File: src/hw/rtl/qvmr_pkg.sv
// qvmr_pkg: shared types, codes and constants of the quad vertex move/rotate block
// no dependencies; imported by every module of the block
package qvmr_pkg;

    // input mode codes
    localparam logic [1:0] MODE_LOAD   = 2'd0;
    localparam logic [1:0] MODE_MOVE   = 2'd1;
    localparam logic [1:0] MODE_ROTATE = 2'd2;

    // angle arithmetic
    localparam int FULL_TURN    = 92160;
    localparam int QUARTER_TURN = 23040;
    localparam logic [31:0] PI_Q30   = 32'd3373259426;
    localparam logic [14:0] DIV_BIAS = 15'd23040;
    // pi*2^30 split as a whole multiple of 46080 plus a remainder
    localparam logic [16:0] RAD_QUOT = 17'(PI_Q30 / 32'd46080);
    localparam logic [14:0] RAD_REM  = 15'(PI_Q30 % 32'd46080);
    localparam int RAD_PRE_SHIFT = 10;
    // floor(k / 45) as (k * RECIP_45) >> RECIP_SHIFT, exact for k below 2^19
    localparam logic [19:0] RECIP_45 = 20'd745655;
    localparam int RECIP_SHIFT = 25;
    localparam int CORDIC_STEPS = 30;
    localparam int CS_W = 33;
    localparam int CORDIC_W = 34;
    localparam logic signed [CORDIC_W-1:0] CORDIC_INIT = 34'sh026DD3B6A;
    localparam logic signed [CORDIC_W-1:0] ONE_Q30 = 34'sh040000000;

    // command queue depth
    localparam int QUEUE_DEPTH = 2;

    typedef enum logic [1:0] {OP_LOAD, OP_MOVE, OP_ROTATE} op_t;

    typedef struct packed {
        op_t                op;
        logic [1:0]         sel;
        logic signed [31:0] px;
        logic signed [31:0] py;
        logic [1:0]         quad;
        logic [14:0]        rem;
    } cmd_t;

    typedef struct packed {
        logic                  done;
        logic signed [CS_W-1:0] cos_v;
        logic signed [CS_W-1:0] sin_v;
    } trig_res_t;

    typedef enum logic [1:0] {TR_IDLE, TR_DIV, TR_ROT, TR_DONE} trig_state_t;

    typedef enum logic [2:0] {BK_IDLE, BK_TRIG, BK_MOVE, BK_PREP, BK_MUL, BK_WB} back_state_t;

    // arctangent table in Q2.30, truncated
    function automatic logic [31:0] atan_q30(input logic [4:0] i);
        case (i)
            5'd0:  return 32'h3243F6A8;
            5'd1:  return 32'h1DAC6705;
            5'd2:  return 32'h0FADBAFC;
            5'd3:  return 32'h07F56EA6;
            5'd4:  return 32'h03FEAB76;
            5'd5:  return 32'h01FFD55B;
            5'd6:  return 32'h00FFFAAA;
            5'd7:  return 32'h007FFF55;
            5'd8:  return 32'h003FFFEA;
            5'd9:  return 32'h001FFFFD;
            5'd10: return 32'h000FFFFF;
            5'd11: return 32'h0007FFFF;
            5'd12: return 32'h0003FFFF;
            5'd13: return 32'h0001FFFF;
            5'd14: return 32'h0000FFFF;
            5'd15: return 32'h00007FFF;
            5'd16: return 32'h00003FFF;
            5'd17: return 32'h00001FFF;
            5'd18: return 32'h00000FFF;
            5'd19: return 32'h000007FF;
            5'd20: return 32'h000003FF;
            5'd21: return 32'h000001FF;
            5'd22: return 32'h000000FF;
            5'd23: return 32'h0000007F;
            5'd24: return 32'h0000003F;
            5'd25: return 32'h0000001F;
            5'd26: return 32'h0000000F;
            5'd27: return 32'h00000008;
            5'd28: return 32'h00000004;
            5'd29: return 32'h00000002;
            default: return 32'h00000000;
        endcase
    endfunction

endpackage

File: src/hw/rtl/qvmr_front.sv
// qvmr_front: takes command words, drops the ones that do nothing, reduces the angle
// depends on qvmr_pkg
module qvmr_front #(
    parameter int VERTEX_COUNT = 4
) (
    input  logic               start,
    input  logic               full,
    input  logic [1:0]         mode,
    input  logic [1:0]         vertex_sel,
    input  logic signed [31:0] point_x,
    input  logic signed [31:0] point_y,
    input  logic signed [31:0] shift_x,
    input  logic signed [31:0] shift_y,
    input  logic signed [17:0] turn_angle,
    output logic               push,
    output qvmr_pkg::cmd_t     cmd
);
    import qvmr_pkg::*;

    localparam logic signed [18:0] FULL19 = 19'(FULL_TURN);
    localparam logic [16:0] Q1 = 17'(QUARTER_TURN);
    localparam logic [16:0] Q2 = 17'(2 * QUARTER_TURN);
    localparam logic [16:0] Q3 = 17'(3 * QUARTER_TURN);

    logic signed [18:0] t1;
    logic signed [18:0] t2;
    logic signed [18:0] t3;
    logic [16:0] a_red;
    logic [1:0]  quad;
    logic [16:0] base;
    logic        useful;

    // angle into one turn, then quadrant and remainder
    always_comb
    begin
        t1 = 19'(turn_angle);
        if (t1 < 0)
            t1 = t1 + FULL19;
        t2 = t1;
        if (t2 < 0)
            t2 = t2 + FULL19;
        t3 = t2;
        if (t3 >= FULL19)
            t3 = t3 - FULL19;
        a_red = t3[16:0];
        if (a_red >= Q3)
        begin
            quad = 2'd3;
            base = Q3;
        end
        else if (a_red >= Q2)
        begin
            quad = 2'd2;
            base = Q2;
        end
        else if (a_red >= Q1)
        begin
            quad = 2'd1;
            base = Q1;
        end
        else
        begin
            quad = 2'd0;
            base = 17'd0;
        end
    end

    // classify the word and build the command
    always_comb
    begin
        cmd.sel  = vertex_sel;
        cmd.quad = quad;
        cmd.rem  = 15'(a_red - base);
        cmd.px   = point_x;
        cmd.py   = point_y;
        case (mode)
            MODE_LOAD:
            begin
                cmd.op = OP_LOAD;
                useful = (32'(vertex_sel) < 32'(VERTEX_COUNT));
            end
            MODE_MOVE:
            begin
                cmd.op = OP_MOVE;
                cmd.px = shift_x;
                cmd.py = shift_y;
                useful = 1'b1;
            end
            MODE_ROTATE:
            begin
                cmd.op = OP_ROTATE;
                useful = 1'b1;
            end
            default:
            begin
                cmd.op = OP_LOAD;
                useful = 1'b0;
            end
        endcase
    end

    assign push = start && !full && useful;

endmodule

File: config.mk
export PLATFORM = sky130hd
export DESIGN_NAME = qvmr_front
export DESIGN_NICKNAME = d
export VERILOG_FILES = /design/src/hw/rtl/qvmr_pkg.sv /design/src/hw/rtl/qvmr_front.sv
export SDC_FILE = /design/constraint.sdc
export NUM_CORES = 1
export LEC_CHECK = 0
export ABC_AREA = 1
export ABC_CLOCK_PERIOD_IN_PS = 8800
export BUFFER_PORTS_ARGS = -buffer_cell sky130_fd_sc_hd__buf_4
export CORE_AREA = 2 2 93 95
export DETAILED_ROUTE_END_ITERATION = 10
export DIE_AREA = 0 0 95 97
export PLACE_DENSITY = 0.75
export SYNTH_ARGS = -nofsm -noshare
export SYNTH_HDL_FRONTEND = slang
export SYNTH_SLANG_ARGS = --single-unit
File: constraint.sdc
create_clock -name vclk -period 8.8
set_input_delay 2.64 -clock vclk [all_inputs]
set_output_delay 2.64 -clock vclk [all_outputs]
set_load 0.02 [all_outputs]
# Word level (Yosys, flattened, before mapping)
# Index checks and enable logic that the tools add are counted.
word_totals:
  reg_bits: 0
  inputBits: 152
  elab_cells: 29
op_classes:
  n_addsub: 4
  magnitude_cmp: 6
  n_eq_ne: 2
  mux: 12
  reduce_logical: 5
ops:
  columns: ["operator", "count"]
  rows:
  - ["64-bit two-way mux", 1]
  - ["15-bit two-way mux", 3]
  - ["19-bit two-way mux", 2]
  - ["18-bit by 18-bit adder with 19-bit output (second input constant)", 1]
  - ["19-bit by 18-bit adder with 19-bit output (second input constant)", 1]
  - ["19-bit by 18-bit >= comparator with 1-bit output (second input constant)", 1]
  - ["19-bit by 1-bit less-than comparator with 1-bit output (second input constant)", 1]
  - ["18-bit by 1-bit less-than comparator with 1-bit output (second input constant)", 1]
  - ["17-bit by 15-bit >= comparator with 1-bit output (second input constant)", 1]
  - ["17-bit by 16-bit >= comparator with 1-bit output (second input constant)", 1]
  - ["17-bit >= comparator (second input constant)", 1]
  - ["17-bit two-way mux", 1]
  - ["17-bit subtractor (second input constant)", 1]
  - ["15-bit subtractor", 1]
  - ["2-bit two-way mux", 2]
  - ["2-bit case mux with 2 select lines", 1]
  - ["3-bit OR reduction", 1]
  - ["2-bit by 1-bit equality test with 1-bit output (second input constant)", 1]
  - ["2-bit equality test (second input constant)", 1]
  - ["1-bit logical AND", 2]
  - ["2-bit zero test", 1]
  - ["1-bit two-way mux", 2]
  - ["1-bit zero test", 1]

# Depth between registers and ports, before layout
depth:
  ltp_word: 11
  ltp_mapped: 31
  depth_no_buf: 31

# Worst setup path after synthesis
# Ideal clock, no wire load.
synth_path:
  path_type: "input -> output"
  start: "input turn_angle[11]"
  end: "output cmd[14] in the netlist's numbering"
  arrival_time_ns: 6.151
  setup_slack_ns: 0.009
  path_stages: 29
  path_buffers: 0
  cell_sequence: "ha_1 -> nand2_1 -> nand2_1 -> ha_1 -> nand3_1 -> nand2_2 -> inv_1 -> ha_1 -> nor2_1 -> nand2_2 -> nand3_2 -> nand2_4 -> nand2_4 -> nand2_1 -> o21ai_2 -> nor2_1 -> a21oi_4 -> nand2_2 -> nand2_2 -> inv_2 -> ha_1 -> a21oi_1 -> o21ai_0 -> a21o_1 -> a21oi_1 -> xor2_1 -> inv_1 -> nand3_1 -> nand2_1"
synth_lines:
  columns: ["element", "line_no", "source"]
  rows:
  - ["start, declared", "qvmr_front.sv:14", "input logic signed [17:0] turn_angle,"]
  - ["end, declared", "qvmr_front.sv:16", "output qvmr_pkg::cmd_t cmd"]

==> metrics.cfg <==
[run_status]
status = completed

[cells_and_area]
multi_input_area_um2 = 1870
drive_above_1_share_pct = 51.2
antenna_cells = 0
fillerInstances = 795
design.final.nets = 817
register_area_um2 = 0
final_cells = 759
final_area_um2 = 4190
area_growth_syn_to_layout_pct = 115
clkbuf_count = 0
numSequentialCells = 0

[timing]
fin_crit_ns = 8.71
worst_slew_pin_slew_ns = 0.609
whs_ns = 5.28
fmax_mhz = 115
fin_crit_sh_pct = 99.0
final_hold_viol_count = 0
drv_slew = 0
relSlewSlack_pct = 59.4
worst_slack_ns = 0.0854
rsz0062_at_grt = yes
setup_violations = 0

[synth]
netlist.area_leader.share_pct = 45.8
synth.avg_cell_area_um2 = 4.75
postSynthNetCount = 572
yosysWarnings = 0
synthTopCellsByArea = nand2_1 46%, inv_1 7.1%, nand3_1 6.2%
synth_cells = 411
yosys.cell_types.count = 30
ys_seq_area_share_pct = 0
synth_area_um2 = 1950
synth_top_area_cell = nand2_1

[worst_setup_path]
critPathBufInv = 13
criticalPathCategory = in2out
cp_num_cells = 32
critPathTopFamily = buffers and inverters
start_kind = primary input
slowest_delay_ns = 0.27
end_kind = output pin
crit_path_end = cmd[14]
crit_path_start = turn_angle[12]
crit_path_frequent_cell = buf_4
slowest_stage = ha_4
arrival_ns = 6.07
crit_fanout = 6
crit_required_ns = 6.16

[floorplan]
coreArea_um2 = 8130
rows = 33
fp.dieW_um = 95
initial_core_util_pct = 24.0
fp.dieH_um = 97
dieArea_um2 = 9220
io-pin-count = 238

[route]
postRouteAntennaNets = 0
vias = 3351
drc = 0
drt-total-wl_um = 10100
wire_per_inst_um = 13.3
viasPerCell = 4.42
drtIter0Drc = 95
dr.pass1.iters = 4

[place]
dpl_worst_slack_ns = -0.322
place.gp.congestion = 0.968
placed_area_um2 = 3840
place_inst = 743
hpwl_um = 8480
port-buffer-count = 234

[worst_hold_path]
hold_class = in2out
min_path_cells = 0

[global_route]
overflow = 0
grt.busiest_layer = met2
gr-usage-met1_pct = 23.1
use_met2_pct = 36.3
grt_max_degree = 66
grt_first_pass_wirelength_um = 15000
grt.met3_usage_pct = 4.91
grt.total_usage_pct = 19.8
antenna_found_initial = 1
grt_pass1_vias = 3263

[power]
power_uw = 471
max-vdd-ir-drop_mv = 0.0575
p_per_area_nw_per_um2 = 112
p_leak_nw = 2.56

[run]
cap_violations = 0

-- power breakdown --
part,total [mW],switching [mW],internal (mW)
registers,0,0,0
logic,0.471,0.239,0.232
clock network,0,0,0
-- cells by family after synthesis --
| family | after synthesis | synth area share, % |
|---|---|---|
| xor gates and xnor gates | 8 | 3.59 |
| and+or+nand+nor | 309 | 68.2 |
| adders and majority gates | 9 | 6.16 |
| AOI/OAI and AO/OA | 18 | 6.67 |
| buffers and inverters | 67 | 15.4 |
-- cell type report --
cell class / instances / area share, %
Timing Repair Buffer: 269 / 48.6
Multi-Input combinational cell: 344 / 44.6
Inverter: 41 / 3.68
Tap cell: 105 / 3.14
-- timing repair --
| action | in CTS | in global routing |
|---|---|---|
| pin swaps | 12 | 20 |
| cloned | 0 | 0 |
| setup endpoints to repair | 2 | 4 |
| setup buffers | 14 | 2 |
| hold buffers | 0 | 0 |
| resized for setup | 22 | 26 |
-- layer usage --
| metal | routed length [um] | part of all wire [%] |
|---|---|---|
| met2 | 5090 | 51 |
| met3 | 958 | 9.5 |
| met1 | 3860 | 38 |
| met4 | 152 | 1.5 |
| met5 | 7 | 0.070 |
-- per-stage QoR --
stage          TNS [ns]  utilization (%)
2_1_floorplan         0                -
3_3_place_gp     -0.141             47.2
3_5_place_dp     -0.437             47.2
4_1_cts               0             49.8
5_1_grt          -0.111             51.5
6_report              0             51.5
-- cells in the mapped netlist --
| cell type | number |
|---|---|
| nand2_4 | 5 |
| a21oi_4 | 2 |
| buf_4 | 11 |
| a21oi_1 | 6 |
| a31oi_1 | 1 |
| nand3_2 | 4 |
| inv_1 | 37 |
| nor2_1 | 14 |
| inv_2 | 4 |
| nand3_1 | 24 |
| ha_1 | 8 |
| nand4_1 | 2 |
| buf_1 | 5 |
| o21bai_2 | 1 |
| o21ai_0 | 2 |
| o21ai_2 | 2 |
| clkbuf_1 | 9 |
| nor3_1 | 1 |
| xnor2_1 | 1 |
| fa_1 | 1 |
| nand2_2 | 16 |
| nor2_2 | 2 |
| nand2_1 | 238 |
| and2_0 | 1 |
| nor2_4 | 1 |
| buf_6 | 1 |
| nor2_8 | 1 |
| a21o_1 | 1 |
| o21ai_1 | 3 |
| xor2_1 | 7 |
-- layout by cell type (no fill, tap or decap), types with 2 or more instances in the layout --
master,instances
a21oi_1,4
a21oi_4,3
buf_4,266
buf_6,2
ha_1,4
ha_4,4
inv_1,35
inv_2,5
nand2_1,229
nand2_2,17
nand2_4,12
nand3_1,16
nand3_2,10
nand3_4,2
nand4_1,2
nor2_1,12
nor2_2,3
nor2_4,2
o21ai_1,3
o21ai_2,3
xor2_1,7
-- how the worst min path moves through the flow --
stage / start / to / slack (ns)
2_1_floorplan: mode[0] / cmd[84] / 5.36
6_report: vertex_sel[1] / cmd[82] / 5.28
3_5_place_dp: vertex_sel[1] / cmd[82] / 5.28
3_3_place_gp: vertex_sel[1] / cmd[82] / 5.28
5_1_grt: vertex_sel[1] / cmd[82] / 5.28
4_1_cts: vertex_sel[1] / cmd[82] / 5.28
No activity file was read; power rests on OpenSTA's default activity.
