## config.mk

```make
export PLATFORM = sky130hd
export DESIGN_NAME = qvmr_trig
export DESIGN_NICKNAME = d
export VERILOG_FILES = /design/src/hw/rtl/qvmr_pkg.sv /design/src/hw/rtl/qvmr_trig.sv
export SDC_FILE = /design/constraint.sdc
export NUM_CORES = 2
export LEC_CHECK = 0
export BUFFER_PORTS_ARGS = -buffer_cell sky130_fd_sc_hd__buf_2
export CORE_MARGIN = 2
export CORE_UTILIZATION = 60
export CTS_CLUSTER_SIZE = 8
export DETAILED_ROUTE_END_ITERATION = 8
export PLACE_DENSITY = 0.77
export SLEW_MARGIN = 20
export SYNTH_ARGS = -nofsm -noshare
export SYNTH_HDL_FRONTEND = slang
export SYNTH_SLANG_ARGS = --single-unit
```

## constraint.sdc

```tcl
create_clock -name clk -period 22.7 [get_ports clk]
set_input_delay 1.135 -clock clk [delete_from_list [all_inputs] [get_ports clk]]
set_output_delay 1.135 -clock clk [all_outputs]
set_load 0.005 [all_outputs]
```

## src/hw/rtl/qvmr_pkg.sv

```systemverilog
// qvmr_pkg: shared types, codes and constants of the quad vertex move/rotate block
// no dependencies; imported by every module of the block
package qvmr_pkg;

    // input mode codes
    localparam logic [1:0] MODE_LOAD   = 2'd0;
    localparam logic [1:0] MODE_MOVE   = 2'd1;
    localparam logic [1:0] MODE_ROTATE = 2'd2;

    // angle arithmetic
    localparam int FULL_TURN    = 92160;
    localparam int QUARTER_TURN = 23040;
    localparam logic [31:0] PI_Q30   = 32'd3373259426;
    localparam logic [14:0] DIV_BIAS = 15'd23040;
    // pi*2^30 split as a whole multiple of 46080 plus a remainder
    localparam logic [16:0] RAD_QUOT = 17'(PI_Q30 / 32'd46080);
    localparam logic [14:0] RAD_REM  = 15'(PI_Q30 % 32'd46080);
    localparam int RAD_PRE_SHIFT = 10;
    // floor(k / 45) as (k * RECIP_45) >> RECIP_SHIFT, exact for k below 2^19
    localparam logic [19:0] RECIP_45 = 20'd745655;
    localparam int RECIP_SHIFT = 25;
    localparam int CORDIC_STEPS = 30;
    localparam int CS_W = 33;
    localparam int CORDIC_W = 34;
    localparam logic signed [CORDIC_W-1:0] CORDIC_INIT = 34'sh026DD3B6A;
    localparam logic signed [CORDIC_W-1:0] ONE_Q30 = 34'sh040000000;

    // command queue depth
    localparam int QUEUE_DEPTH = 2;

    typedef enum logic [1:0] {OP_LOAD, OP_MOVE, OP_ROTATE} op_t;

    typedef struct packed {
        op_t                op;
        logic [1:0]         sel;
        logic signed [31:0] px;
        logic signed [31:0] py;
        logic [1:0]         quad;
        logic [14:0]        rem;
    } cmd_t;

    typedef struct packed {
        logic                  done;
        logic signed [CS_W-1:0] cos_v;
        logic signed [CS_W-1:0] sin_v;
    } trig_res_t;

    typedef enum logic [1:0] {TR_IDLE, TR_DIV, TR_ROT, TR_DONE} trig_state_t;

    typedef enum logic [2:0] {BK_IDLE, BK_TRIG, BK_MOVE, BK_PREP, BK_MUL, BK_WB} back_state_t;

    // arctangent table in Q2.30, truncated
    function automatic logic [31:0] atan_q30(input logic [4:0] i);
        case (i)
            5'd0:  return 32'h3243F6A8;
            5'd1:  return 32'h1DAC6705;
            5'd2:  return 32'h0FADBAFC;
            5'd3:  return 32'h07F56EA6;
            5'd4:  return 32'h03FEAB76;
            5'd5:  return 32'h01FFD55B;
            5'd6:  return 32'h00FFFAAA;
            5'd7:  return 32'h007FFF55;
            5'd8:  return 32'h003FFFEA;
            5'd9:  return 32'h001FFFFD;
            5'd10: return 32'h000FFFFF;
            5'd11: return 32'h0007FFFF;
            5'd12: return 32'h0003FFFF;
            5'd13: return 32'h0001FFFF;
            5'd14: return 32'h0000FFFF;
            5'd15: return 32'h00007FFF;
            5'd16: return 32'h00003FFF;
            5'd17: return 32'h00001FFF;
            5'd18: return 32'h00000FFF;
            5'd19: return 32'h000007FF;
            5'd20: return 32'h000003FF;
            5'd21: return 32'h000001FF;
            5'd22: return 32'h000000FF;
            5'd23: return 32'h0000007F;
            5'd24: return 32'h0000003F;
            5'd25: return 32'h0000001F;
            5'd26: return 32'h0000000F;
            5'd27: return 32'h00000008;
            5'd28: return 32'h00000004;
            5'd29: return 32'h00000002;
            default: return 32'h00000000;
        endcase
    endfunction

endpackage

```

## src/hw/rtl/qvmr_trig.sv

```systemverilog
// qvmr_trig: sine and cosine of a quadrant plus remainder angle
// radian scaling by a reciprocal multiply, then a 30-step cordic; depends on qvmr_pkg
module qvmr_trig (
    input  logic                 clk,
    input  logic                 rst_n,
    input  logic                 start,
    input  logic [1:0]           quad,
    input  logic [14:0]          rem,
    output qvmr_pkg::trig_res_t  res
);
    import qvmr_pkg::*;

    localparam int BASE_W = 32;
    localparam int MREM_W = 29;
    localparam int K_W    = MREM_W - RAD_PRE_SHIFT;
    localparam int RP_W   = K_W + 20;

    trig_state_t st_reg;
    trig_state_t st_next;
    logic [BASE_W-1:0]           base_reg;
    logic [MREM_W-1:0]           m_reg;
    logic [5:0]                  cnt_reg;
    logic [1:0]                  quad_reg;
    logic signed [CORDIC_W-1:0]  x_reg;
    logic signed [CORDIC_W-1:0]  y_reg;
    logic signed [CORDIC_W-1:0]  z_reg;
    logic [K_W-1:0]              k_val;
    logic [RP_W-1:0]             recip_prod;
    logic signed [CORDIC_W-1:0]  z_init;
    logic signed [CORDIC_W-1:0]  xs;
    logic signed [CORDIC_W-1:0]  ys;
    logic signed [CORDIC_W-1:0]  at;

    // whole part plus the remainder part divided by 1024 then by 45
    always_comb
    begin
        k_val      = m_reg[MREM_W-1:RAD_PRE_SHIFT];
        recip_prod = RP_W'(k_val) * RP_W'(RECIP_45);
        z_init     = signed'(CORDIC_W'(base_reg) +
                             CORDIC_W'(recip_prod[RP_W-1:RECIP_SHIFT]));
    end

    // cordic step terms
    always_comb
    begin
        xs = x_reg >>> cnt_reg[4:0];
        ys = y_reg >>> cnt_reg[4:0];
        at = signed'(CORDIC_W'(atan_q30(cnt_reg[4:0])));
    end

    // next state
    always_comb
    begin
        st_next = st_reg;
        case (st_reg)
            TR_IDLE:
                if (start)
                    st_next = (rem == '0) ? TR_DONE : TR_DIV;
            TR_DIV:
                st_next = TR_ROT;
            TR_ROT:
                if (cnt_reg == 6'(CORDIC_STEPS - 1))
                    st_next = TR_DONE;
            TR_DONE:
                st_next = TR_IDLE;
            default:
                st_next = TR_IDLE;
        endcase
    end

    // outputs: quadrant map of the final vector
    always_comb
    begin
        res.done = (st_reg == TR_DONE);
        case (quad_reg)
            2'd1:
            begin
                res.cos_v = CS_W'(-y_reg);
                res.sin_v = CS_W'(x_reg);
            end
            2'd2:
            begin
                res.cos_v = CS_W'(-x_reg);
                res.sin_v = CS_W'(-y_reg);
            end
            2'd3:
            begin
                res.cos_v = CS_W'(y_reg);
                res.sin_v = CS_W'(-x_reg);
            end
            default:
            begin
                res.cos_v = CS_W'(x_reg);
                res.sin_v = CS_W'(y_reg);
            end
        endcase
    end

    // state register
    always_ff @(posedge clk or negedge rst_n)
    begin
        if (!rst_n)
            st_reg <= TR_IDLE;
        else
            st_reg <= st_next;
    end

    // datapath
    always_ff @(posedge clk)
    begin
        case (st_reg)
            TR_IDLE:
                if (start)
                begin
                    quad_reg <= quad;
                    base_reg <= BASE_W'(rem) * BASE_W'(RAD_QUOT);
                    m_reg    <= MREM_W'(rem) * MREM_W'(RAD_REM) + MREM_W'(DIV_BIAS);
                    cnt_reg  <= '0;
                    x_reg    <= ONE_Q30;
                    y_reg    <= '0;
                end
            TR_DIV:
            begin
                cnt_reg <= '0;
                x_reg   <= CORDIC_INIT;
                y_reg   <= '0;
                z_reg   <= z_init;
            end
            TR_ROT:
            begin
                cnt_reg <= cnt_reg + 1'b1;
                if (!z_reg[CORDIC_W-1])
                begin
                    x_reg <= x_reg - ys;
                    y_reg <= y_reg + xs;
                    z_reg <= z_reg - at;
                end
                else
                begin
                    x_reg <= x_reg + ys;
                    y_reg <= y_reg - xs;
                    z_reg <= z_reg + at;
                end
            end
            default:
            begin
            end
        endcase
    end

endmodule

```

==> Yosys cells after proc, flatten, opt, wreduce, memory -nomap -nowiden <==
Memory sizes are Yosys's and may differ from the RTL's. A register that Yosys moved wholly into a read port is not among the register bits.
Cells that the tools add are included.
{ "word_totals": {"register_bits": 171, "rom_bits": 960, "in_bits": 20, "output_inout_bits": 67, "elab_cells": 57, "memories": 1} }
{ "mem_list": {"columns": ["name", "words", "word_bits", "read_ports", "rd_clocked_by_memory_dff", "write_ports", "line", "source"], "rows": [
  ["(name not given)", 32, 30, 1, 1, 0, "qvmr_pkg.sv:54", "case (i)"]
]} }
{ "op_classes": {"n_addsub": 11, "mul": 3, "n_eq_ne": 9, "shifts": 2, "n_mux": 16, "n_reduce_logical": 7} }
{ "op_table": {"columns": ["op", "count"], "rows": [
  ["$pmux 34 s3", 2],
  ["$pmux 66 s3", 1],
  ["$mux 34", 5],
  ["$add 34x34->34", 2],
  ["$pmux 34 s2", 1],
  ["$sshr 34x5->34", 2],
  ["$sub 34x34->34", 2],
  ["$neg 33->33", 2],
  ["$mul 19x20->39 const B", 1],
  ["$add 34x33->34", 1],
  ["$sub 34x33->34", 1],
  ["$add 32x14->33", 1],
  ["$mul 15x15->30 const B", 1],
  ["$add 29x15->29 const B", 1],
  ["$mul 15x14->28 const B", 1],
  ["$pmux 6 s3", 1],
  ["$logic_not 15->1", 1],
  ["$eq 2x2->1 const B", 4],
  ["$pmux 2 s4", 1],
  ["$add 6x1->6 const B", 1],
  ["$eq 6x5->1 const B", 1],
  ["$mux 2", 3],
  ["$mux 6", 1],
  ["$reduce_and 2->1", 3],
  ["other kinds (6)", 8]
]} }

==> Depth between registers and ports, before layout <==
{ "depth": {"word_depth": 4, "mapped_depth": 36, "mapped_depth_nobuf": 36} }

==> Worst setup path before layout <==
Ideal clock, no wire load.
{ "synth_timing": {"path_type": "register to register", "start": "register m_reg[26]", "end": "register z_reg[24], data pin", "setup_ns": 0.271, "arrival_ns": 7.462, "required_ns": 22.429, "path_slack_ns": 14.967, "path_stages_with_launch": 35, "path_buffers": 0, "period_less_slack_ns": 7.733, "cell_sequence": "edfxtp_1 fa_1 inv_1 fa_1 inv_1 fa_1 inv_1 fa_1 inv_1 fa_1 inv_1 fa_1 inv_1 ha_1 nand4_1 o21ai_0 nor2_1 a211o_1 nand2_1 and2_1 nor2_1 xnor2_1 ha_1 fa_1 a21o_1 a21oi_1 o21bai_1 a21oi_1 o21bai_1 a41o_1 o21ai_0 or2_2 nor2b_1 xnor2_1 a21oi_1"} }
{ "synth_via": {"elab_chain_len": 3} }
{ "synth_rtl": {"columns": ["element", "line", "source"], "rows": [
  ["start: declaration", "qvmr_trig.sv:21", "logic [MREM_W-1:0] m_reg;"],
  ["start signal: assignment", "qvmr_trig.sv:117", "m_reg <= MREM_W'(rem) * MREM_W'(RAD_REM) + MREM_W'(DIV_BIAS);"],
  ["$mul 19x20->39", "qvmr_trig.sv:38", "recip_prod = RP_W'(k_val) * RP_W'(RECIP_45);"],
  ["$add 32x14->33", "qvmr_trig.sv:39", "z_init = signed'(CORDIC_W'(base_reg) +"],
  ["$pmux 34 s2", "qvmr_trig.sv:111", "case (st_reg)"],
  ["end signal: assignment", "qvmr_trig.sv:127", "z_reg <= z_init;"],
  ["end signal: assignment", "qvmr_trig.sv:136", "z_reg <= z_reg - at;"],
  ["end signal: assignment", "qvmr_trig.sv:142", "z_reg <= z_reg + at;"],
  ["end: declaration", "qvmr_trig.sv:26", "logic signed [CORDIC_W-1:0] z_reg;"]
]} }
Every way passes these cells.
A chain may end at the register's enable or synchronous reset.

==> Final worst setup path <==
{ "layout_timing": {"start": "register m_reg[17]", "end": "register z_reg[24], data pin"} }
Same word-level chain as after synthesis.

==> metrics.md <==
| Metric | Value |
|---|---|
| Status | `completed` |
| Antenna Cells | `0` |
| Post-route cell area | `0.0375 mm^2` |
| Slew margin rel. | `29.5%` |
| Initial antenna violation count | `0` |
| Layout cells sized above 1 | `8.18%` |
| Post-Syn Area per Cell | `8.90 um^2` |
| Max-slew violations | `0` |
| Buf/Inv on CP | `4` |
| Post-DP Area | `between 0.03 and 0.04 mm^2` |
| Root buffer cell | `clkbuf_16` |
| Worst Setup End Kind | `flip-flop` |
| I/O pin count | `87` |
| CP Launch Type | `flip-flop` |
| Adder-cell share of the synthesized area | `31.7%` |
| Most common cell after layout, fill and taps aside | `inv_1` |
| CTS Sinks | `191` |
| Mapped cell area | `0.0361 mm^2` |
| Ys Warns | `0` |
| Filler cell count | `just over 5,000` |
| Most used cell along the critical path | `ha_1` |
| Hold Violations, Final | `0` |
| P&R area growth vs syn | `3.90%` |
| Vias in the first global route | `about 29,000` |
| Most frequent cells in the layout | `549 x inv_1, 495 x ha_1, 334 x nor2_1` |
| Max Fclk | `116 MHz` |
| Post-route ant nets | `0` |
| Top cells by area, synth | `ha_1 17%, fa_1 15%, edfxtp_1 13%` |
| Async SR Flop Fraction | `1.05%` |
| Unique masters post-synth | `91` |
| Met2 WL | `about 45,000 um` |
| Setup TNS | `0 ns` |
| PortBufs | `86` |
| Final GP Congestion | `0.997` |
| Largest net degree at the start of global routing | `111` |
| Leading area contributor after synthesis | `ha_1` |
| Vias | `30,100` |
| Worst path required time | `22.92 ns` |
| Actual slew at the worst max-slew pin | `~1.1 ns` |
| Initial core utilization | `between 60% and 70%` |
| Xor/xnor share of the synthesized area | `7.83%` |
| Clk_skew | `0.0232 ns` |
| Post-Route M1 WL | `41,200 um` |
| R2R depth | `33` |
| Hpwl dp | `77,800 um` |
| Vias per Instance | `6.28` |
| Core area | `0.0592 mm^2` |
| DR DRC count | `0` |
| Max-cap violations | `0` |
| Fin Hold WS | `between 0.4 and 0.5 ns` |
| First-pass GRT wire length | `approximately 160,000 um` |
| GRT Total Usage | `31.6%` |
| Synthesized Nets | `roughly 4,800` |
| Post-synth top area share | `17.2%` |
| Cts hold-fix bufs | `0` |
| Post-CTS resize count | `0` |
| Slowest stage delay, CP | `~0.55 ns` |
| RSZ-0062 raised after global routing | `false` |
| Worst hold path type | `input port to async pin` |
| Die Wd | `249 um` |
| CTS max path bufs | `2` |
| CP max FO | `6` |
| H-tree Lvls | `4` |
| Final Critical Period | `8.64 ns` |
| Total die area | `a little over 0.06 mm^2` |
| Compound-Gate Fraction of Synth Area | `15.3%` |
| Final nets | `4,786` |
| Sequential area share after synthesis | `~15%` |
| Iteration-0 DRC count of the detailed router | `2,928` |
| Number of flops mapped to enable cells by yosys | `159` |
| Initial DRT Pass Iterations | `6` |
| Setup Viol. Count Final | `0` |
| Crit path max-delay family | `adder cells` |
| Post-Synth Simple-Gate Area | `13.1%` |
| CTS Buf Count | `17` |
| Die Ht | `249 um` |
| Critical path class | `flip-flop to flip-flop` |
| CTS tree | `built` |
| Core Rows | `89` |
| Slowest stage cell, crit path | `fa_1` |
| Tcrit/Tclk final | `between 30% and 40%` |
| Clock latency on the worst-skew pair | `roughly 0.51 ns` |
| Met3 WL | `7720 um` |
| Critical path depth | `33` |
| Dominant synthesized flop cell | `edfxtp_1` |
| Wire per inst | `20.4 um` |
| Top layer in use | `met4` |
| DRT Wirelength | `roughly 98,000 um` |
| Seq cells post-synth | `between 150 and 200` |
| Post-CTS setup buffers | `0` |
| Synth Instances | `4,058` |
| Crit path DAT | `around 8.9 ns` |
| Clk slew on worst S/H paths | `about 0.08 ns` |
| Post-synthesis mux area share | `9.02%` |
| Largest family of logic cells by synthesized area | `adder cells` |
| Grt ovf | `0` |
==> synthesized netlist by cell type, drive strengths merged, types with 77 or more instances <==
cell type,instances
inv,552
ha,496
nor2,334
fa,262
a21oi,226
o21ai,219
nand2,215
xnor2,191
edfxtp,159
xor2,132
clkbuf,128
mux4,102
a21o,86
nor3,80
nand3,77
==> per-layer routing <==
metal  track usage (%)  vias up
met5                 0        -
met4              12.0        0
met3              5.31      268
met2              50.9     1293
met1              42.8    14400
li1                  -    14100
==> metrics by stage <==
stage / worst slack [ns] / instances / util, %
after floorplan: 14.97 / 4058 / -
final: 14.06 / 4794 / 63.3
after detailed placement: 14.06 / 4762 / 62.3
after global routing: 13.46 / 4794 / 63.3
after CTS: 14.04 / 4794 / 63.3
after global placement: 14.25 / 4762 / 62.3
==> cells by family after synthesis <==
group,count (synthesis)
AOI/OAI and AO/OA,869
DFF,191
adders and majority gates,758
and+or+nand+nor,987
muxes,191
xor gates and xnor gates,323
buffers and inverters,739
==> final cells by class <==
cell class              count  area [um^2]  share of cell area (%)
repair buffers            116          656                    1.75
flip-flops and latches    191         5430                    14.5
well taps                 773          967                    2.58
multi-input cells        3128        27800                    74.1
inverters                 554         2080                    5.54
clock inverters            14          160                   0.427
clock buffers              18          429                    1.14
==> final timing paths <==
check / start / end / slack, ns
worst min-delay path: rst_n / st_reg[1]$_DFFE_PN0P_ / 0.41
worst min register to register: st_reg[1]$_DFFE_PN0P_ / st_reg[1]$_DFFE_PN0P_ / 0.57
min in group clk: st_reg[1]$_DFFE_PN0P_ / st_reg[1]$_DFFE_PN0P_ / 0.57
max in group asynchronous: rst_n / st_reg[0]$_DFFE_PN0P_ / 22.19
worst max-delay path: m_reg[17]$_DFFE_PP_ / z_reg[24]$_DFFE_PN_ / 14.06
worst max register to register: m_reg[17]$_DFFE_PP_ / z_reg[24]$_DFFE_PN_ / 14.06
Power is not shown: default switching activity piles up to over one toggle a cycle in this logic, so the estimate is an artifact.
