===== config.mk =====
export PLATFORM = sky130hd
export DESIGN_NAME = qvmr_back
export DESIGN_NICKNAME = d
export VERILOG_FILES = /design/src/hw/rtl/qvmr_pkg.sv /design/src/hw/rtl/qvmr_back.sv
export SDC_FILE = /design/constraint.sdc
export NUM_CORES = 2
export LEC_CHECK = 0
export BUFFER_PORTS_ARGS = -buffer_cell sky130_fd_sc_hd__buf_2
export CAP_MARGIN = 10
export CORE_MARGIN = 1.5
export CORE_UTILIZATION = 30
export CTS_BUF_LIST = sky130_fd_sc_hd__clkbuf_8
export DETAILED_ROUTE_END_ITERATION = 16
export GPL_TIMING_DRIVEN = 0
export PLACE_DENSITY = 0.46
export SLEW_MARGIN = 30
export SYNTH_ARGS = -nofsm -noshare
export SYNTH_HDL_FRONTEND = slang
export SYNTH_SLANG_ARGS = --single-unit

===== constraint.sdc =====
create_clock -name clk -period 15.7 [get_ports clk]
set_clock_uncertainty 0.15 [all_clocks]
set_input_delay 0.785 -clock clk [delete_from_list [all_inputs] [get_ports clk]]
set_output_delay 0.785 -clock clk [all_outputs]
set_load 0.005 [all_outputs]

===== src/hw/rtl/qvmr_pkg.sv =====
// qvmr_pkg: shared types, codes and constants of the quad vertex move/rotate block
// no dependencies; imported by every module of the block
package qvmr_pkg;

    // input mode codes
    localparam logic [1:0] MODE_LOAD   = 2'd0;
    localparam logic [1:0] MODE_MOVE   = 2'd1;
    localparam logic [1:0] MODE_ROTATE = 2'd2;

    // angle arithmetic
    localparam int FULL_TURN    = 92160;
    localparam int QUARTER_TURN = 23040;
    localparam logic [31:0] PI_Q30   = 32'd3373259426;
    localparam logic [14:0] DIV_BIAS = 15'd23040;
    // pi*2^30 split as a whole multiple of 46080 plus a remainder
    localparam logic [16:0] RAD_QUOT = 17'(PI_Q30 / 32'd46080);
    localparam logic [14:0] RAD_REM  = 15'(PI_Q30 % 32'd46080);
    localparam int RAD_PRE_SHIFT = 10;
    // floor(k / 45) as (k * RECIP_45) >> RECIP_SHIFT, exact for k below 2^19
    localparam logic [19:0] RECIP_45 = 20'd745655;
    localparam int RECIP_SHIFT = 25;
    localparam int CORDIC_STEPS = 30;
    localparam int CS_W = 33;
    localparam int CORDIC_W = 34;
    localparam logic signed [CORDIC_W-1:0] CORDIC_INIT = 34'sh026DD3B6A;
    localparam logic signed [CORDIC_W-1:0] ONE_Q30 = 34'sh040000000;

    // command queue depth
    localparam int QUEUE_DEPTH = 2;

    typedef enum logic [1:0] {OP_LOAD, OP_MOVE, OP_ROTATE} op_t;

    typedef struct packed {
        op_t                op;
        logic [1:0]         sel;
        logic signed [31:0] px;
        logic signed [31:0] py;
        logic [1:0]         quad;
        logic [14:0]        rem;
    } cmd_t;

    typedef struct packed {
        logic                  done;
        logic signed [CS_W-1:0] cos_v;
        logic signed [CS_W-1:0] sin_v;
    } trig_res_t;

    typedef enum logic [1:0] {TR_IDLE, TR_DIV, TR_ROT, TR_DONE} trig_state_t;

    typedef enum logic [2:0] {BK_IDLE, BK_TRIG, BK_MOVE, BK_PREP, BK_MUL, BK_WB} back_state_t;

    // arctangent table in Q2.30, truncated
    function automatic logic [31:0] atan_q30(input logic [4:0] i);
        case (i)
            5'd0:  return 32'h3243F6A8;
            5'd1:  return 32'h1DAC6705;
            5'd2:  return 32'h0FADBAFC;
            5'd3:  return 32'h07F56EA6;
            5'd4:  return 32'h03FEAB76;
            5'd5:  return 32'h01FFD55B;
            5'd6:  return 32'h00FFFAAA;
            5'd7:  return 32'h007FFF55;
            5'd8:  return 32'h003FFFEA;
            5'd9:  return 32'h001FFFFD;
            5'd10: return 32'h000FFFFF;
            5'd11: return 32'h0007FFFF;
            5'd12: return 32'h0003FFFF;
            5'd13: return 32'h0001FFFF;
            5'd14: return 32'h0000FFFF;
            5'd15: return 32'h00007FFF;
            5'd16: return 32'h00003FFF;
            5'd17: return 32'h00001FFF;
            5'd18: return 32'h00000FFF;
            5'd19: return 32'h000007FF;
            5'd20: return 32'h000003FF;
            5'd21: return 32'h000001FF;
            5'd22: return 32'h000000FF;
            5'd23: return 32'h0000007F;
            5'd24: return 32'h0000003F;
            5'd25: return 32'h0000001F;
            5'd26: return 32'h0000000F;
            5'd27: return 32'h00000008;
            5'd28: return 32'h00000004;
            5'd29: return 32'h00000002;
            default: return 32'h00000000;
        endcase
    endfunction

endpackage


===== src/hw/rtl/qvmr_back.sv =====
// qvmr_back: vertex store and the move/rotate sequencer with one shared multiplier
// depends on qvmr_pkg and qvmr_trig results
module qvmr_back #(
    parameter int VERTEX_COUNT = 4,
    parameter int COORD_WIDTH  = 32
) (
    input  logic                clk,
    input  logic                rst_n,
    input  logic                q_valid,
    input  qvmr_pkg::cmd_t      cmd,
    output logic                pop,
    output logic                trig_start,
    input  qvmr_pkg::trig_res_t trig,
    output logic                result_strobe,
    output logic [1:0]          vertex_index,
    output logic signed [31:0]  new_x,
    output logic signed [31:0]  new_y,
    output logic                last
);
    import qvmr_pkg::*;

    localparam int IDX_W  = $clog2(VERTEX_COUNT);
    localparam int SUM_W  = COORD_WIDTH + 1;
    localparam int DW     = COORD_WIDTH + 3;
    localparam int LOW_W  = DW / 2;
    localparam int MULA_W = DW - LOW_W + 1;
    localparam int PW     = MULA_W + CS_W;
    localparam int ACC_W  = DW + CS_W + 2;
    localparam int RW     = ACC_W - 31;
    localparam int SAT_W  = ((COORD_WIDTH > 32) ? COORD_WIDTH : 32) + 8;
    localparam logic signed [SAT_W-1:0] SAT_MAX =
        signed'((SAT_W'(1) << (COORD_WIDTH - 1)) - SAT_W'(1));
    localparam logic signed [SAT_W-1:0] SAT_MIN = ~SAT_MAX;
    localparam logic signed [ACC_W-1:0] HALF_ACC = signed'(ACC_W'(1) << 30);

    back_state_t st_reg;
    back_state_t st_next;

    logic signed [COORD_WIDTH-1:0] vx_reg [VERTEX_COUNT];
    logic signed [COORD_WIDTH-1:0] vy_reg [VERTEX_COUNT];
    logic [IDX_W-1:0]              idx_reg;
    logic [3:0]                    step_reg;
    logic signed [31:0]            dx_reg;
    logic signed [31:0]            dy_reg;
    logic signed [SUM_W-1:0]       sx_reg;
    logic signed [SUM_W-1:0]       sy_reg;
    logic signed [CS_W-1:0]        cs_reg;
    logic signed [CS_W-1:0]        sn_reg;
    logic signed [DW-1:0]          d_reg;
    logic signed [DW-1:0]          e_reg;
    logic signed [PW-1:0]          prod_reg;
    logic                          pend_reg;
    logic [2:0]                    pend_code_reg;
    logic signed [ACC_W-1:0]       accx_reg;
    logic signed [ACC_W-1:0]       accy_reg;
    logic                          strobe_reg;
    logic [1:0]                    index_reg;
    logic signed [31:0]            nx_reg;
    logic signed [31:0]            ny_reg;
    logic                          last_reg;

    logic                          is_last;
    logic                          emit;
    logic signed [COORD_WIDTH-1:0] cur_x;
    logic signed [COORD_WIDTH-1:0] cur_y;
    logic signed [COORD_WIDTH-1:0] res_x;
    logic signed [COORD_WIDTH-1:0] res_y;
    logic signed [DW-1:0]          op_full;
    logic signed [MULA_W-1:0]      op_a;
    logic signed [CS_W-1:0]        op_b;
    logic signed [PW-1:0]          prod_c;
    logic signed [ACC_W-1:0]       term;
    logic signed [ACC_W-1:0]       tx;
    logic signed [ACC_W-1:0]       ty;
    logic [IDX_W-1:0]              load_idx;

    function automatic logic signed [COORD_WIDTH-1:0] sat_cw(input logic signed [SAT_W-1:0] v);
        if (v > SAT_MAX)
            return SAT_MAX[COORD_WIDTH-1:0];
        if (v < SAT_MIN)
            return SAT_MIN[COORD_WIDTH-1:0];
        return v[COORD_WIDTH-1:0];
    endfunction

    assign cur_x    = vx_reg[idx_reg];
    assign cur_y    = vy_reg[idx_reg];
    assign is_last  = (idx_reg == IDX_W'(VERTEX_COUNT - 1));
    assign load_idx = IDX_W'(cmd.sel);

    // operand select and split for the shared multiplier
    always_comb
    begin
        op_full = step_reg[1] ? e_reg : d_reg;
        op_b    = (step_reg[2] ^ step_reg[1]) ? sn_reg : cs_reg;
        if (step_reg[0])
            op_a = MULA_W'(op_full >>> LOW_W);
        else
            op_a = MULA_W'(signed'({1'b0, op_full[LOW_W-1:0]}));
        prod_c = op_a * op_b;
    end

    // partial product aligned for accumulation
    always_comb
    begin
        term = ACC_W'(prod_reg);
        if (pend_code_reg[0])
            term = term <<< LOW_W;
    end

    // centre plus rotated offset, rounded half up, then clamped; on a move, vertex plus shift, clamped
    always_comb
    begin
        tx = (ACC_W'(sx_reg) <<< 30) + accx_reg + HALF_ACC;
        ty = (ACC_W'(sy_reg) <<< 30) + accy_reg + HALF_ACC;
        if (st_reg == BK_MOVE)
        begin
            res_x = sat_cw(SAT_W'(cur_x) + SAT_W'(dx_reg));
            res_y = sat_cw(SAT_W'(cur_y) + SAT_W'(dy_reg));
        end
        else
        begin
            res_x = sat_cw(SAT_W'(signed'(tx[ACC_W-1:31])));
            res_y = sat_cw(SAT_W'(signed'(ty[ACC_W-1:31])));
        end
    end

    // next state
    always_comb
    begin
        st_next = st_reg;
        case (st_reg)
            BK_IDLE:
                if (q_valid)
                begin
                    case (cmd.op)
                        OP_MOVE:   st_next = BK_MOVE;
                        OP_ROTATE: st_next = BK_TRIG;
                        default:   st_next = BK_IDLE;
                    endcase
                end
            BK_TRIG:
                if (trig.done)
                    st_next = BK_PREP;
            BK_MOVE:
                if (is_last)
                    st_next = BK_IDLE;
            BK_PREP:
                st_next = BK_MUL;
            BK_MUL:
                if (step_reg == 4'd8)
                    st_next = BK_WB;
            BK_WB:
                st_next = is_last ? BK_IDLE : BK_PREP;
            default:
                st_next = BK_IDLE;
        endcase
    end

    // control outputs
    always_comb
    begin
        pop        = (st_reg == BK_IDLE) && q_valid;
        trig_start = pop && (cmd.op == OP_ROTATE);
        emit       = (st_reg == BK_MOVE) || (st_reg == BK_WB);
    end

    // state and result strobe
    always_ff @(posedge clk or negedge rst_n)
    begin
        if (!rst_n)
        begin
            st_reg     <= BK_IDLE;
            strobe_reg <= 1'b0;
        end
        else
        begin
            st_reg     <= st_next;
            strobe_reg <= emit;
        end
    end

    // vertex store
    always_ff @(posedge clk or negedge rst_n)
    begin
        if (!rst_n)
        begin
            for (int i = 0; i < VERTEX_COUNT; i++)
            begin
                vx_reg[i] <= '0;
                vy_reg[i] <= '0;
            end
        end
        else if (pop && cmd.op == OP_LOAD)
        begin
            vx_reg[load_idx] <= sat_cw(SAT_W'(cmd.px));
            vy_reg[load_idx] <= sat_cw(SAT_W'(cmd.py));
        end
        else if (emit)
        begin
            vx_reg[idx_reg] <= res_x;
            vy_reg[idx_reg] <= res_y;
        end
    end

    // sequencer datapath
    always_ff @(posedge clk)
    begin
        if (emit)
        begin
            index_reg <= idx_reg[1:0];
            nx_reg    <= 32'(res_x);
            ny_reg    <= 32'(res_y);
            last_reg  <= is_last;
            idx_reg   <= is_last ? '0 : idx_reg + 1'b1;
        end
        case (st_reg)
            BK_IDLE:
            begin
                idx_reg <= '0;
                dx_reg  <= cmd.px;
                dy_reg  <= cmd.py;
                sx_reg  <= SUM_W'(vx_reg[0]) + SUM_W'(vx_reg[2]);
                sy_reg  <= SUM_W'(vy_reg[0]) + SUM_W'(vy_reg[2]);
            end
            BK_TRIG:
            begin
                cs_reg <= trig.cos_v;
                sn_reg <= trig.sin_v;
            end
            BK_PREP:
            begin
                d_reg    <= (DW'(cur_x) <<< 1) - DW'(sx_reg);
                e_reg    <= (DW'(cur_y) <<< 1) - DW'(sy_reg);
                accx_reg <= '0;
                accy_reg <= '0;
                step_reg <= '0;
                pend_reg <= 1'b0;
            end
            BK_MUL:
            begin
                step_reg      <= step_reg + 1'b1;
                prod_reg      <= prod_c;
                pend_reg      <= !step_reg[3];
                pend_code_reg <= step_reg[2:0];
                if (pend_reg)
                begin
                    if (pend_code_reg[2])
                        accy_reg <= accy_reg + term;
                    else if (pend_code_reg[1])
                        accx_reg <= accx_reg - term;
                    else
                        accx_reg <= accx_reg + term;
                end
            end
            default:
            begin
            end
        endcase
    end

    assign result_strobe = strobe_reg;
    assign vertex_index  = index_reg;
    assign new_x         = nx_reg;
    assign new_y         = ny_reg;
    assign last          = last_reg;

endmodule


* Yosys cells after proc, flatten, opt, wreduce, memory -nomap -nowiden
Cells that the tools add are included.
** Cells by class
- Add/sub/neg operators :: 15
- Multiply operators :: 1
- Div/mod/pow operators :: 0
- $lt $le $gt $ge :: 16
- Equal/unequal tests :: 16
- Shift-type cells :: 0
- Multiplexer cells :: 97
- Bitwise operators :: 3
- Reductions and logical operators :: 14
** Operators by type and width (number)
- $mux 32 :: 34
- $bwmux 128 :: 4
- $mux 128 :: 4
- $mux 70 :: 5
- $pmux 70 s2 :: 2
- $add 63x70->70 :: 2
- $add 70x32->70 const B :: 2
- $add 70x69->70 :: 2
- $add 32x32->33 :: 4
- $bmux 32 s2 :: 2
- $demux 32 s2 :: 2
- $gt 39x32->1 const B :: 2
- $lt 39x32->1 const B :: 2
- $sub 70x69->70 :: 1
- $mux 68 :: 1
- $sub 33x33->34 :: 2
- $gt 33x32->1 const B :: 2
- $lt 33x32->1 const B :: 2
- $gt 32x32->1 const B :: 2
- $lt 32x32->1 const B :: 2
- $mul 19x33->52 :: 1
- $mux 35 :: 1
- $mux 33 :: 1
- $mux 1 :: 30
- 28 further kinds :: 50
** Word-level totals
- Bits in registers :: 795
- Latch bits :: 0
- RAM bits :: 0
- Memory bits (read-only) :: 0
- Input port bits :: 155
- Output and inout bits :: 70
- Memories kept :: 0

* Logic depth before layout (Yosys ltp)
- Depth in word-level cells :: 16
- Depth in mapped cells :: 31
- Depth with buffers taken out :: 29

* Worst setup path before layout
OpenSTA, ideal clock, no wires.
- Path kind :: reg-to-reg
- Start point :: register st_reg[0]
- End point :: register vy_reg[86] (netlist name)
- Arrival :: 12582 ps
- Required time :: 15454 ps
- Slack :: 2873 ps
- Cell stages (with the launch flop) :: 12
- Path buffers :: 5
- Path through :: dfrtp_1 > clkbuf_1 > nor3_1 > nand2_1 > or3_1 > clkbuf_1 > nor3b_1 > clkbuf_1 > clkbuf_1 > clkbuf_1 > a22oi_1 > o31ai_1
** Between the ends
- Word-level cells in the longest chain between the ends :: 5
- Elaborated cells between the ends (all ways) :: 11
- Classes of those cells :: eq/ne (2); mux (4); reduce/logical (5)
** Ends and longest elaborated chain
- start, declared :: line qvmr_back.sv:36 : back_state_t st_reg;
- start signal, assigned :: line qvmr_back.sv:177 : st_reg <= st_next;
- $eq 3x2->1 :: line qvmr_back.sv:115, qvmr_back.sv:164
- $mux 32 :: line qvmr_back.sv:115 : if (st_reg == BK_MOVE)
- $bwmux 128 :: line qvmr_back.sv:201 : vy_reg[idx_reg] <= res_y;
- $mux 128 :: line qvmr_back.sv:198 : else if (emit)
- $mux 128 :: line qvmr_back.sv:193 : else if (pop && cmd.op == OP_LOAD)
- end signal, assigned by index :: line qvmr_back.sv:196 : vy_reg[load_idx] <= sat_cw(SAT_W'(cmd.py));
- end signal, assigned by index :: line qvmr_back.sv:201
- end, declared :: line qvmr_back.sv:40 : logic signed [COORD_WIDTH-1:0] vy_reg [VERTEX_COUNT];
Parallel ways exist; a longest one is shown, timed or not. The select of a mux whose other input is x is not followed.
A chain may end at the register's enable or synchronous reset.

* Worst setup path after layout
- Start point :: register step_reg[1]
- End point :: register prod_reg[51] (data pin)
** Between the ends
- Word-level cells in the longest chain between the ends :: 3
- Elaborated cells between the ends (all ways) :: 5
- Classes of those cells :: mul (1); mux (3); bitwise (1)
** Ends and longest elaborated chain
- start, declared :: line qvmr_back.sv:42 : logic [3:0] step_reg;
- start signal, assigned :: line qvmr_back.sv:241 : step_reg <= step_reg + 1'b1;
- $mux 35 / $xor 1x1->1 (equally long branches) :: line qvmr_back.sv:93, qvmr_back.sv:94
- $mux 19 / $mux 33 (equally long branches) :: line qvmr_back.sv:95, qvmr_back.sv:94
- $mul 19x33->52 * :: line qvmr_back.sv:99 : prod_c = op_a * op_b;
- via prod_c[51] :: line qvmr_back.sv:71 : logic signed [PW-1:0] prod_c;
- end signal, assigned :: line qvmr_back.sv:242 : prod_reg <= prod_c;
- end, declared :: line qvmr_back.sv:51 : logic signed [PW-1:0] prod_reg;
Mark *: on every way through the listed nets, which the timed path passes. The rest lies on a longest branch.

==> impl_metrics.yaml <==
floorplanning:
  dieArea_sq_um: 264000
  die_w_um: 513
  boundaryPins: 225
  rows: 187
  initial_core_util_pct: 30.2
  die_h_um: 513
  core_sq_um: 259000
clocking:
  cts_max_level: 4
  cts_sinks: 793
  cts_buffer_depth: 4
  cts_buffers: 167
  clkTransAtPathRegs_ns: 0.06
  cts_tree: "yes"
  cts.root.buffer_cell: "clkbuf_8"
  post-cts-setup-buffers: 0
  clk_latency_ns: 0.99
route:
  ant_nets: 0
  post-route-drc-count: 0
  dr.pass1.iters: 6
  postRouteWirelength_mm: 311
  dr_total_vias: 66400
  drtIter0Drc: 5329
  avgViaCountPerCell: 5.40
  wl_per_cell_um: 25.3
sta:
  min_period_ns: 11.35
  rsz0062_at_grt: "no"
  slew_headroom_pct: 25.6
  worst_pin_slew_ns: 1.12
  hold_viol: 0
  setup_viol: 0
  setup_ws_ns: 4.35
  finalCritPeriodShare_pct: 72.3
  max_freq_mhz: 88.1
  drv_slew: 0
grt:
  antenna_found_initial: 20
  grt_pass1_vias: 67200
  grt.total_usage_pct: 23.1
  grt_pass1_wl_mm: 452
  grt_max_degree: 74
  grt-ovfl-total: 0
synth:
  ys_top_cells_by_area: "edfxtp_1 20%, fa_1 16%, ha_1 10%, dfrtp_1 8.3%, inv_1 3.8%"
  synth.most_common_cell: "inv_1"
  synthesis.nets: 9605
  yosys.area.top_type: "edfxtp_1"
  netlist_instances: 8203
  synth_cell_types: 93
  yosysSeqAreaShare_pct: 28.8
  yosys_register_bits: 793
  ys_top_cells_by_count: "799 x inv_1, 765 x nor2_1, 711 x nand2_1, 630 x ha_1, 617 x fa_1"
  synth_edf_count: 531
  synth_warnings: 0
  ys_async_sr_fraction_pct: 32.8
  syn_area_sq_um: 78200
  syn_area_per_cell_sq_um: 9.53
  synth_top_area_share_pct: 20.4
  synth_flop_cell: "edfxtp_1"
status:
  outcome: "complete, no violations"
min_path:
  hold_start: "cmd[77]"
  min-delay-path-class: "input port to flip-flop"
placed_design:
  place_ws_ns: 4.41
  dp_hpwl_mm: 252
  gp_congestion: 0.932
  portBuffers: 207
worst_setup_path:
  rr_startpoint: "step_reg[1]$_SDFFCE_PN0P_"
  arrival_ns: 11.80
  start_kind: "flip-flop"
  path_max_fanout: 10
  crit_required_ns: 16.15
  startpoint: "step_reg[1]$_SDFFCE_PN0P_"
  critical_path_class: "flip-flop to flip-flop"
  crit_path_end_kind: "flip-flop"
flow_run:
  cap_violations: 0
layout:
  area_delta_synth_final_pct: 13.7
  drive_gt1_share_pct: 8.73
  fin_nets: 10200
[routing by layer]
| metal | track usage [%] | up-vias | part of all wire, % |
|---|---|---|---|
| li1 | - | 30200 | - |
| met1 | 30.5 | 33300 | 43 |
| met2 | 37.6 | 2368 | 46 |
| met3 | 3.58 | 541 | 6.2 |
| met4 | 9.57 | 10 | 4.6 |
| met5 | 0 | - | 0.020 |
[cells by family (layout without fill, tap and decap cells)]
kind of cell,Yosys count,count (layout),share of synthesized area [%]
compound gates,2128,2128,18.0
simple gates,2228,2228,12.9
fa+ha+maj,1247,1247,25.9
xor+xnor,435,435,4.87
mux,206,206,3.87
other cells,0,15,0
flops,793,793,28.8
buf+inv,1166,1840,5.66
[stage by stage]
step	hold WS, ns	instance area [sq um]	TNS, ns	utilization, %	cells
after CTS	0.0155	88800	0	34.3	12300
after global placement	0.332	83500	-1778.30	32.2	11800
after detailed placement	0.338	84300	0	32.5	11900
after floorplan	0.317	78200	0	-	8203
after global routing	0.0365	88900	0	34.3	12300
final	0.0987	88900	0	34.3	12300
[cell type report]
cell class | count | area [sq um]
antenna | 15 | 37.5
buffer | 364 | 1460
inverter | 802 | 3010
tap | 3402 | 4260
clock buffer | 187 | 2570
fill | 26800 | 170000
clock inverter | 109 | 662
multi-input combinational | 6244 | 51500
timing repair buffer | 378 | 2930
sequential | 793 | 22500
[timing repair]
item	CTS	global route
hold buffers	130	0
hold endpoints to repair	367	0
resized for setup	0	0
[layout by cell type (no fill, tap or decap), drive strengths merged, types with 75 or more instances in the layout]
cell and n:
a22oi 183, buf 295, xnor2 292, nand2b 75
a31oi 120, inv 840, nor2b 81, nand2 711
edfxtp 531, nor3 128, fa 617, ha 630
clkbuf 504, dlygate4sd3 130, xor2 143, dfrtp 260
o31ai 156, a21oi 577, o21ai 297, and2 81
a21o 267, nand3 89, nand4 80, nor2 765
mux2i 76
[critical path: stages, from the launching register on]
cell	delay, ns
edfxtp_1	0.44
clkbuf_1	0.57
clkbuf_1	0.66
mux2_2	0.43
o21ai_2	0.59
clkbuf_1	0.78
nor2_1	0.17
fa_1	0.56
inv_1	0.05
fa_1	0.56
fa_1	0.48
fa_1	0.50
inv_1	0.05
fa_1	0.50
fa_1	0.51
ha_1	0.32
ha_1	0.39
a21o_1	0.21
a221oi_1	0.28
o21ai_0	0.13
a31oi_1	0.60
o221a_2	0.37
o21ai_1	0.09
a31oi_1	0.45
o21ai_1	0.22
a41oi_1	0.43
nor3_1	0.09
or3_1	0.43
[final timing paths]
check                                           to  slack [ns]  cells past startpoint
max                         prod_reg[51]$_DFFE_PP_        4.35                     27
min                           dx_reg[28]$_DFFE_PP_         0.1                      1
max reg2reg                 prod_reg[51]$_DFFE_PP_        4.35                     27
min reg2reg                 vx_reg[30]$_DFFE_PN0P_        0.35                      2
max in group asynchronous  vx_reg[119]$_DFFE_PN0P_       13.44                      5
min in group asynchronous   vy_reg[81]$_DFFE_PN0P_        0.15                      2
Power is not shown: default switching activity piles up to over one toggle a cycle in this logic, so the estimate is an artifact.
